<file path="src/hw/rtl/dra_pkg.sv">
`default_nettype none

package dra_pkg;

  // field widths
  localparam int TICK_W   = 32;
  localparam int PERIOD_W = 10;
  localparam int MIN_W    = 16;
  localparam int LEAD_W   = 8;
  localparam int CFG_IDX_W  = 2;
  localparam int CFG_DATA_W = 16;

  // serial divider for the average
  localparam int REM_W  = 16;
  localparam int DQ_W   = 32;
  localparam int CNT_W  = 5;
  localparam logic [REM_W-1:0] MS_PER_MIN    = 16'd60000;
  localparam logic [LEAD_W-1:0] LEAD_CAP     = 8'd255;

  // ms to minutes: 60000 = 1875 << 5, so drop five low bits and multiply
  // by ceil(2^38 / 1875); exact for every 27-bit dividend
  localparam int                 DIV_SHIFT  = 5;
  localparam int                 RECIP_W    = 28;
  localparam int                 RECIP_SH   = 38;
  localparam logic [RECIP_W-1:0] RECIP_1875 = 28'd146601551;
  localparam int                 SCALE_W    = TICK_W - DIV_SHIFT + RECIP_W;

  // register indexes
  typedef enum logic [CFG_IDX_W-1:0] {
    REG_TICK_PERIOD  = 2'd0,
    REG_MAX_VALID    = 2'd1,
    REG_MARGIN       = 2'd2,
    REG_DEFAULT_LEAD = 2'd3
  } reg_idx_t;

  typedef enum logic [1:0] {
    ST_STARTED  = 2'd0,
    ST_RECORDED = 2'd1,
    ST_IMPLAUS  = 2'd2,
    ST_NOSTART  = 2'd3
  } status_t;

  typedef enum logic [3:0] {
    OP_NOP,
    OP_TAKE,
    OP_START,
    OP_NOSTART,
    OP_MUL,
    OP_SCALE,
    OP_DSTEP,
    OP_CHECK,
    OP_RECORD,
    OP_SUMCLR,
    OP_ACC,
    OP_LDAVG,
    OP_EMIT
  } op_t;

  typedef enum logic [3:0] {
    C_NEVER,
    C_ALWAYS,
    C_NO_IN,
    C_IS_START,
    C_NO_SESSION,
    C_CNT_MORE,
    C_BAD_MIN,
    C_EMPTY,
    C_IDX_MORE,
    C_OUT_BUSY
  } cond_t;

  localparam int PC_W = 4;
  typedef logic [PC_W-1:0] pc_t;

  localparam pc_t PC_WAIT   = 4'd0;
  localparam pc_t PC_SUM    = 4'd7;
  localparam pc_t PC_ACC    = 4'd8;
  localparam pc_t PC_DIVAVG = 4'd10;
  localparam pc_t PC_EMIT   = 4'd11;
  localparam pc_t PC_LAST   = 4'd11;

  typedef struct packed {
    op_t   op;
    cond_t cond;
    pc_t   target;
  } uword_t;

  // control store
  function automatic uword_t ucode_rom(input pc_t pc);
    uword_t w;
    unique case (pc)
      4'd0:    w = '{OP_TAKE,    C_NO_IN,      PC_WAIT};
      4'd1:    w = '{OP_START,   C_IS_START,   PC_SUM};
      4'd2:    w = '{OP_NOSTART, C_NO_SESSION, PC_SUM};
      4'd3:    w = '{OP_MUL,     C_NEVER,      PC_WAIT};
      4'd4:    w = '{OP_SCALE,   C_NEVER,      PC_WAIT};
      4'd5:    w = '{OP_CHECK,   C_BAD_MIN,    PC_SUM};
      4'd6:    w = '{OP_RECORD,  C_NEVER,      PC_WAIT};
      4'd7:    w = '{OP_SUMCLR,  C_EMPTY,      PC_EMIT};
      4'd8:    w = '{OP_ACC,     C_IDX_MORE,   PC_ACC};
      4'd9:    w = '{OP_LDAVG,   C_NEVER,      PC_WAIT};
      4'd10:   w = '{OP_DSTEP,   C_CNT_MORE,   PC_DIVAVG};
      4'd11:   w = '{OP_EMIT,    C_OUT_BUSY,   PC_EMIT};
      default: w = '{OP_NOP,     C_ALWAYS,     PC_WAIT};
    endcase
    return w;
  endfunction

endpackage

`default_nettype wire

</file>
<file path="src/hw/rtl/duration_rolling_average.sv">
// channel  dir  beat fields (tdata / tuser, low bit up)      accepted when
// in       in   tdata: now_tick[31:0]  tuser: func[0]         in_tvalid & in_tready
// out      out  tdata: lead_minutes[7:0]  tuser: status[1:0]  out_tvalid & out_tready
// cfg      in   cfg_index: register, cfg_data: value         cfg_valid & cfg_ready
//
// one event at a time, run by a 12-step control store; ready again in the cycle after emit
// start: store the tick, then sum, divide and emit (no sum or divide when history is empty)
// end: check for an open session; if there is one, the duration steps run before the sum
//   (multiply, reciprocal scale to minutes, check, record; a dropped duration skips record)
// at depth 5 (SUM_W = 19) an event's time is set by the bit-serial average divide and
//   the one-entry-per-cycle history sum
// reset is synchronous active low; clears session, history fill and registers to defaults
// a result waiting on out_tready stalls only the emit step; cfg is always ready

`default_nettype none

module duration_rolling_average #(
  parameter int HISTORY_DEPTH = 5
) (
  input  wire logic                            clk,
  input  wire logic                            rst_n,
  // input stream
  input  wire logic                            in_tvalid,
  output logic                                 in_tready,
  input  wire logic [dra_pkg::TICK_W-1:0]      in_tdata,   // now_tick[31:0]
  input  wire logic                            in_tuser,   // func[0]
  // result stream
  output logic                                 out_tvalid,
  input  wire logic                            out_tready,
  output logic [dra_pkg::LEAD_W-1:0]           out_tdata,  // lead_minutes[7:0]
  output logic [1:0]                           out_tuser,  // status[1:0]
  // configuration writes
  input  wire logic                            cfg_valid,
  output logic                                 cfg_ready,
  input  wire logic [dra_pkg::CFG_IDX_W-1:0]   cfg_index,
  input  wire logic [dra_pkg::CFG_DATA_W-1:0]  cfg_data
);
  import dra_pkg::*;

  localparam int IDX_W  = (HISTORY_DEPTH > 1) ? $clog2(HISTORY_DEPTH) : 1;
  localparam int FILL_W = $clog2(HISTORY_DEPTH + 1);
  // sum of up to HISTORY_DEPTH 16-bit entries
  localparam int SUM_W  = MIN_W + $clog2(HISTORY_DEPTH);
  localparam logic [IDX_W-1:0]  LAST_SLOT = IDX_W'(HISTORY_DEPTH - 1);
  localparam logic [FILL_W-1:0] FULL      = FILL_W'(HISTORY_DEPTH);

  // sequencer
  pc_t    pc_r, pc_nxt;
  uword_t uw;
  logic   jump;

  // configuration
  logic [PERIOD_W-1:0] period_r;
  logic [MIN_W-1:0]    max_min_r;
  logic [LEAD_W-1:0]   margin_r;
  logic [LEAD_W-1:0]   dflt_r;

  // event state
  logic                func_r;
  logic [TICK_W-1:0]   now_r;
  logic [TICK_W-1:0]   start_r;
  logic [MIN_W-1:0]    history_r [HISTORY_DEPTH];
  logic [IDX_W-1:0]    slot_r;
  logic [FILL_W-1:0]   filled_r;
  status_t             status_r;

  // datapath
  logic [TICK_W-1:0]   prod_r;
  logic [SUM_W-1:0]    sum_r;
  logic [IDX_W-1:0]    idx_r;
  logic [REM_W-1:0]    rem_r;
  logic [DQ_W-1:0]     dq_r;
  logic [REM_W-1:0]    div_r;
  logic [CNT_W-1:0]    cnt_r;

  // output register
  logic                out_valid_r;
  logic [LEAD_W-1:0]   out_lead_r;
  status_t             out_status_r;

  logic [TICK_W-1:0]          elapsed;
  logic [TICK_W+PERIOD_W-1:0] mul_full;
  logic [SCALE_W-1:0]         scale_full;
  logic [REM_W:0]             div_sh;
  logic [REM_W:0]             div_sub;
  logic                       div_ge;
  logic [MIN_W-1:0]           minutes;
  logic                       bad_min;
  logic [MIN_W:0]             lead_sum;
  logic [LEAD_W-1:0]          lead_val;
  logic                       out_busy;

  assign uw       = ucode_rom(pc_r);
  assign in_tready = (uw.op == OP_TAKE);
  assign cfg_ready = 1'b1;
  assign out_busy  = out_valid_r && !out_tready;

  assign out_tvalid = out_valid_r;
  assign out_tdata  = out_lead_r;
  assign out_tuser  = out_status_r;

  // elapsed ticks times period, wrapped to 32 bits
  assign elapsed  = now_r - start_r;
  assign mul_full = {{PERIOD_W{1'b0}}, elapsed} * {{TICK_W{1'b0}}, period_r};

  // ms / 60000 as (ms >> 5) times the scaled reciprocal of 1875
  assign scale_full = SCALE_W'(prod_r[TICK_W-1:DIV_SHIFT]) * SCALE_W'(RECIP_1875);

  // restoring divider for the average, one quotient bit per step
  assign div_sh  = {rem_r, dq_r[DQ_W-1]};
  assign div_ge  = div_sh >= {1'b0, div_r};
  assign div_sub = div_sh - {1'b0, div_r};

  assign minutes = dq_r[MIN_W-1:0];
  assign bad_min = (minutes == '0) || (minutes > max_min_r);

  // average plus margin, clipped at the lead cap; the default lead when history is empty
  assign lead_sum = {1'b0, minutes} + (MIN_W+1)'(margin_r);
  assign lead_val = (filled_r == '0) ? dflt_r :
                    (lead_sum > (MIN_W+1)'(LEAD_CAP)) ? LEAD_CAP : lead_sum[LEAD_W-1:0];

  // branch conditions
  always_comb begin
    unique case (uw.cond)
      C_NEVER:      jump = 1'b0;
      C_ALWAYS:     jump = 1'b1;
      C_NO_IN:      jump = !in_tvalid;
      C_IS_START:   jump = !func_r;
      C_NO_SESSION: jump = (start_r == '0);
      C_CNT_MORE:   jump = (cnt_r != CNT_W'(1));
      C_BAD_MIN:    jump = bad_min;
      C_EMPTY:      jump = (filled_r == '0);
      C_IDX_MORE:   jump = ((FILL_W'(idx_r) + FILL_W'(1)) != filled_r);
      C_OUT_BUSY:   jump = out_busy;
      default:      jump = 1'b0;
    endcase
  end

  always_comb begin
    if (jump) begin
      pc_nxt = uw.target;
    end else if (pc_r == PC_LAST) begin
      pc_nxt = PC_WAIT;
    end else begin
      pc_nxt = pc_r + PC_W'(1);
    end
  end

  // control state and configuration
  always_ff @(posedge clk) begin
    if (!rst_n) begin
      pc_r        <= PC_WAIT;
      out_valid_r <= 1'b0;
      start_r     <= '0;
      slot_r      <= '0;
      filled_r    <= '0;
      period_r    <= PERIOD_W'(1);
      max_min_r   <= MIN_W'(180);
      margin_r    <= LEAD_W'(10);
      dflt_r      <= LEAD_W'(30);
    end else begin
      pc_r <= pc_nxt;

      // the emit step reloads the beat itself
      if (out_valid_r && out_tready && (uw.op != OP_EMIT)) begin
        out_valid_r <= 1'b0;
      end

      if (cfg_valid && cfg_ready) begin
        unique case (reg_idx_t'(cfg_index))
          REG_TICK_PERIOD:  period_r  <= cfg_data[PERIOD_W-1:0];
          REG_MAX_VALID:    max_min_r <= cfg_data[MIN_W-1:0];
          REG_MARGIN:       margin_r  <= cfg_data[LEAD_W-1:0];
          REG_DEFAULT_LEAD: dflt_r    <= cfg_data[LEAD_W-1:0];
          default: ;
        endcase
      end

      unique case (uw.op)
        OP_START: begin
          if (!func_r) begin
            start_r <= now_r;
          end
        end
        OP_MUL: start_r <= '0;
        OP_RECORD: begin
          slot_r <= (slot_r == LAST_SLOT) ? '0 : slot_r + IDX_W'(1);
          if (filled_r != FULL) begin
            filled_r <= filled_r + FILL_W'(1);
          end
        end
        OP_EMIT: begin
          if (!out_busy) begin
            out_valid_r <= 1'b1;
          end
        end
        default: ;
      endcase
    end
  end

  // datapath registers, no reset needed
  always_ff @(posedge clk) begin
    unique case (uw.op)
      OP_TAKE: begin
        if (in_tvalid) begin
          func_r <= in_tuser;
          now_r  <= in_tdata;
        end
      end
      OP_START: begin
        if (!func_r) begin
          status_r <= ST_STARTED;
        end
      end
      OP_NOSTART: status_r <= ST_NOSTART;
      OP_MUL:     prod_r   <= mul_full[TICK_W-1:0];
      // quotient has at most 17 bits, minutes keep the low 16
      OP_SCALE:   dq_r     <= DQ_W'(scale_full[SCALE_W-1:RECIP_SH]);
      OP_DSTEP: begin
        rem_r <= div_ge ? div_sub[REM_W-1:0] : div_sh[REM_W-1:0];
        dq_r  <= {dq_r[DQ_W-2:0], div_ge};
        cnt_r <= cnt_r - CNT_W'(1);
      end
      OP_CHECK:  status_r <= bad_min ? ST_IMPLAUS : ST_RECORDED;
      OP_RECORD: history_r[slot_r] <= minutes;
      OP_SUMCLR: begin
        sum_r <= '0;
        idx_r <= '0;
      end
      OP_ACC: begin
        sum_r <= sum_r + SUM_W'(history_r[idx_r]);
        idx_r <= idx_r + IDX_W'(1);
      end
      OP_LDAVG: begin
        rem_r <= '0;
        dq_r  <= {sum_r, {(DQ_W-SUM_W){1'b0}}};
        div_r <= REM_W'(filled_r);
        cnt_r <= CNT_W'(SUM_W);
      end
      OP_EMIT: begin
        if (!out_busy) begin
          out_lead_r   <= lead_val;
          out_status_r <= status_r;
        end
      end
      default: ;
    endcase
  end

endmodule

`default_nettype wire

</file>
<file path="config.mk">
export PLATFORM = sky130hd
export DESIGN_NAME = duration_rolling_average
export DESIGN_NICKNAME = d
export VERILOG_FILES = /design/src/hw/rtl/dra_pkg.sv /design/src/hw/rtl/duration_rolling_average.sv
export SDC_FILE = /design/constraint.sdc
export NUM_CORES = 2
export LEC_CHECK = 0
export ABC_AREA = 1
export BUFFER_PORTS_ARGS = -buffer_cell sky130_fd_sc_hd__buf_2
export CORE_UTILIZATION = 30
export DETAILED_ROUTE_END_ITERATION = 10
export PLACE_DENSITY = 0.4
export SYNTH_ARGS = -nofsm -noshare
export SYNTH_HDL_FRONTEND = slang
export SYNTH_SLANG_ARGS = --single-unit
export TNS_END_PERCENT = 50
</file>
<file path="constraint.sdc">
create_clock -name clk -period 18.1 [get_ports clk]
set_clock_uncertainty 0.2 [all_clocks]
set_input_delay 2.715 -clock clk [delete_from_list [all_inputs] [get_ports clk]]
set_output_delay 2.715 -clock clk [all_outputs]
set_load 0.05 [all_outputs]
</file>
Yosys cells after proc, flatten, opt, wreduce, memory -nomap -nowiden --
Memory sizes are Yosys's and may differ from the RTL's. A register that Yosys moved wholly into a read port is not among the register bits. Index checks and enable logic that the tools add are counted.
Operators by class: magnitude comparators 3, add/subtract/negate cells 9, equal/unequal tests 31, reduce and logical (&&, ||, !) cells 25, muxes and demuxes 24, multiply operators 2, bitwise logic cells 1
Operators with widths (number):
- case mux 32 bit (3 select lines) | 1
- case mux 32 bit (2 select lines) | 1
- multiplier 27 x 28 -> 55 bit, second input constant | 1
- case mux 19 bit (2 select lines) | 1
- equality test 4 x 3 -> 1 bit, second input constant | 8
- equality test 4 bit, second input constant | 8
- logical NOT 32 bit | 1
- multiplier 32 x 10 -> 32 bit | 1
- 2-to-1 mux 32 bit | 1
- case mux 16 bit (2 select lines) | 1
- subtractor 32 bit | 1
- adder 19 x 16 -> 19 bit | 1
- AND reduction 2 bit | 9
- adder 16 x 8 -> 17 bit | 1
- greater-or-equal comparator 17 x 3 -> 1 bit | 1
- greater-than comparator 17 x 8 -> 1 bit, second input constant | 1
- equality test 4 x 2 -> 1 bit, second input constant | 4
- greater-than comparator 16 bit | 1
- logical NOT 16 bit | 1
- 2-to-1 mux 16 bit | 1
- 2-to-1 mux 8 bit | 2
- subtractor 16 x 3 -> 16 bit | 1
- 2-to-1 mux 4 bit | 3
- case mux 5 bit (2 select lines) | 1
- other kinds (26) | 43
Storage, ports and cells: input bits 56, logic and storage cells 118, memories 2, output and inout port bits 13, memory bits (read-only) 192, register bits after elaboration 240, bits in writable memories 80
Memory list:
- (no name shown) | depth 16, width 12, rd ports 1, clocked after Yosys merged registers in 1, write ports 0, RTL line dra_pkg.sv:91 | unique case (pc)
- history_r | depth 5, width 16, rd ports 1, clocked after Yosys merged registers in 1, write ports 1, RTL line duration_rolling_average.sv:62 | logic [MIN_W-1:0] history_r [HISTORY_DEPTH];

Longest topological paths before layout --
word-level depth 5, mapped depth 41, depth with buffers taken out 41

Worst setup path after synthesis --
OpenSTA, ideal clock, no wires.
path kind register to register, from register now_r[0], to register prod_r[31] (data pin), data arrival time 6.080 ns, setup time 0.249 ns, required time 17.651 ns, stages on the path, launching flop included 38, path slack 11.571 ns, buffers on the path 0, clock period less this slack 6.529 ns, path through edfxtp_1 -> inv_1 -> ha_1 -> fa_1 -> inv_1 -> nand3_1 -> nand3_1 -> nand2_1 -> nand2_1 -> a21oi_1 -> o21ai_0 -> or2_2 -> nand2_1 -> inv_1 -> nand2_1 -> fa_1 -> inv_1 -> fa_1 -> (+2 left out) -> inv_1 -> fa_1 -> inv_1 -> ha_1 -> nand2_1 -> o21ai_0 -> a21oi_1 -> o21ai_0 -> a21oi_1 -> o21bai_1 -> nand2_1 -> inv_1 -> nand2_1 -> nand2_1 -> inv_1 -> nand3_1 -> nand2_1 -> inv_1
Between the ends: word-level cells in the longest chain between the ends 2
RTL lines:
- from (decl) | RTL line duration_rolling_average.sv:60 | logic [TICK_W-1:0] now_r;
- from (signal assigned) | RTL line duration_rolling_average.sv:208 | now_r <= in_tdata;
- subtractor 32 bit | RTL line duration_rolling_average.sv:103 | assign elapsed = now_r - start_r;
- multiplier 32 x 10 -> 32 bit | RTL line duration_rolling_average.sv:104 | assign mul_full = {{PERIOD_W{1'b0}}, elapsed} * {{TICK_W{1'b0}}, period_r};
- net mul_full[31] | RTL line duration_rolling_average.sv:82 | logic [TICK_W+PERIOD_W-1:0] mul_full;
- to (signal assigned) | RTL line duration_rolling_average.sv:217 | OP_MUL: prod_r <= mul_full[TICK_W-1:0];
- to (decl) | RTL line duration_rolling_average.sv:68 | logic [TICK_W-1:0] prod_r;
The timed path passes the listed nets, and every way through them passes these cells. A chain may end at the register's enable or synchronous reset.

Worst setup path after layout --
from register now_r[2], to register prod_r[31] (data pin)
The elaborated chain is that of the path after synthesis.

==> flow_summary.ini <==
[layout]
final_common_cell = inv_1
final_area_um2 = 41000
layout_common_cells = inv_1, nand2_1, fa_1
antennaDiodeCount = 0
layout-drive-gt1-share = 0.0562
area_delta_synth_final_pct = 10.1
nNetsFinal = 5311
finalNonFillerCells = 6020

[yosys]
synth_nets = 5232
synth_edf_count = 230
synth_async_sr_flop_share = 0
synth_compound_area_frac = 0.0836
synth_xor_area_frac = 0.0146
syn_avg_cell_area_um2 = 8.69
synth_mux_area_frac = 0
yosys.area_share.simple = 0.155
ys_types = 58
synthFlopType = edfxtp_1
yosys_warnings = 0
yosysSeqAreaShare = 0.239
synth_top_family_by_area = adder cells
syn_area_um2 = 37200
synthCells = 4283
ys_seq_elements = 330
synthAdderAreaFrac = 0.401

[drt]
totalWireLength_um = 116000
firstDrtPassIters = 5
drc_errors = 0
viasPerCell = 4.61
wl_per_cell_um = 19.2
dr.first_iter.drc_count = 1598
ant_nets = 0
vias = 27736

[placed_design]
portBuffers = 67
place_hpwl_um = 96400
gp_congestion = 0.858
dp.cells = 5944
dpl-instance-area_um2 = 39700

[critical_path]
r2r_cells = 33
slowest_stage = xor2_1
arrival_ns = 8.04
path_common_cell = nand2_1
cpPeakStageDelay_ns = 0.80
worstPathRequired_ns = 18.25
endpoint_kind = flop
worstPathMaxFanout = 6
worstSetupPathType = flop to flop
startpoint_type = flop

[clock_tree]
clk_path_buf_depth = 3
cts_setup_buffers = 0
clock_sinks = 330
cts_max_level = 2
cts-root-buf = clkbuf_16
cts_hold_buf = 0
cts_tree = done
clk_pin_slew_ns = 0.06
cts_made_buffers = 41
clock_latency_ns = 0.59
ctsResizeCount = 0

[timing]
fin_crit_sh = 0.436
final-hold-violation-count = 0
setup_tns_ns = 0
hold_ws_ns = 0.219
setup_violations = 0
max_slew_margin = 0.245
worst_pin_slew_ns = 1.13
fmax_ghz = 0.127
rsz0062_at_grt = false
drv_slew = 0
fin_crit_ns = 7.90

[global_route]
grtUsageMet3 = 0.0314
grt_start_max_net_pins = 52
antenna_found_initial = 4
use_met2 = 0.315
grt_usage = 0.187
grt_busiest_layer = met2
use_met1 = 0.253
grt_pass1_wl_um = 178000
grt-ovfl-total = 0
grt_pass1_vias = 29241

[floorplan]
dieArea_um2 = 126000
start_util = 0.304
ioPinCount = 69
fp.dieH_um = 354
die_w_um = 354
num_rows = 128
core-area_um2 = 122000

[worst_hold_path]
min_path_type = flop to flop
min_path_cells = 0

[run_status]
outcome = finished clean

[run]
drv_cap = 0
path summary, 6_finish.rpt:
path / from / end / slack, ns
max reg2reg: now_r[2]$_DFFE_PP_ / prod_r[31]$_DFFE_PP_ / 10.20
max: now_r[2]$_DFFE_PP_ / prod_r[31]$_DFFE_PP_ / 10.20
min reg2reg: status_r[0]$_DFFE_PP_ / out_tuser[0]$_DFFE_PP_ / 0.22
min: status_r[0]$_DFFE_PP_ / out_tuser[0]$_DFFE_PP_ / 0.22
layout make-up:
cell class,count,area (um2)
sequential,330,8910
multi-input combinational,2892,24400
inverter,996,3740
tap,1625,2030
fill,13103,81400
clock inverter,18,190
timing repair buffer,101,591
clock buffer,58,1140
critical path: cells and delay by family (launching register included):
family	cells	cell delay [ns]
xor+xnor	1	0.80
flops	1	0.38
simple gates	11	1.16
buf+inv	5	0.32
fa+ha+maj	7	3.26
compound gates	9	1.54
Yosys cell counts (41+ instances only):
library cell    n  area share
clkbuf_1       63      0.0064
nor2_1        480       0.048
edfxtp_1      230        0.19
fa_1          498        0.27
inv_1         985       0.099
nand2_1       644       0.065
dfxtp_1       100       0.054
o21ai_0       189       0.025
nand3_1       108       0.015
ha_1          395        0.13
a21oi_1       214       0.029
xor2_1         41      0.0096
per-layer routing:
metal / vias up / part of all wire
met1: 13611 / 0.46
met2: 430 / 0.48
li1: 13595 / -
met4: 4 / 0.018
met5: - / 0.00022
met3: 96 / 0.045
cell families after synthesis:
group,Yosys count
simple gates,1387
flops,330
compound gates,549
xor+xnor,62
other cells,1
buf+inv,1061
fa+ha+maj,893
metrics by stage:
stage               utilization  setup WS (ns)
floorplan                     -          11.57
global placement          0.324          10.34
detailed placement        0.324          10.27
CTS                       0.335          10.26
global route              0.335           9.67
finish                    0.335          10.20
registers in the layout, indices dropped and copies added (netlist names), 5 cells and up, named ones only:
signal,count
margin_r,8
max_min_r,16
rem_r,16
out_tdata,8
history_r,80
period_r,10
uw,12
dflt_r,8
prod_r,27
now_r,32
cnt_r,5
start_r,32
dq_r,32
sum_r,19
Power is left out: the tool's default activity adds up to more than one toggle a clock period on the data nets, which glitch-free logic cannot reach.
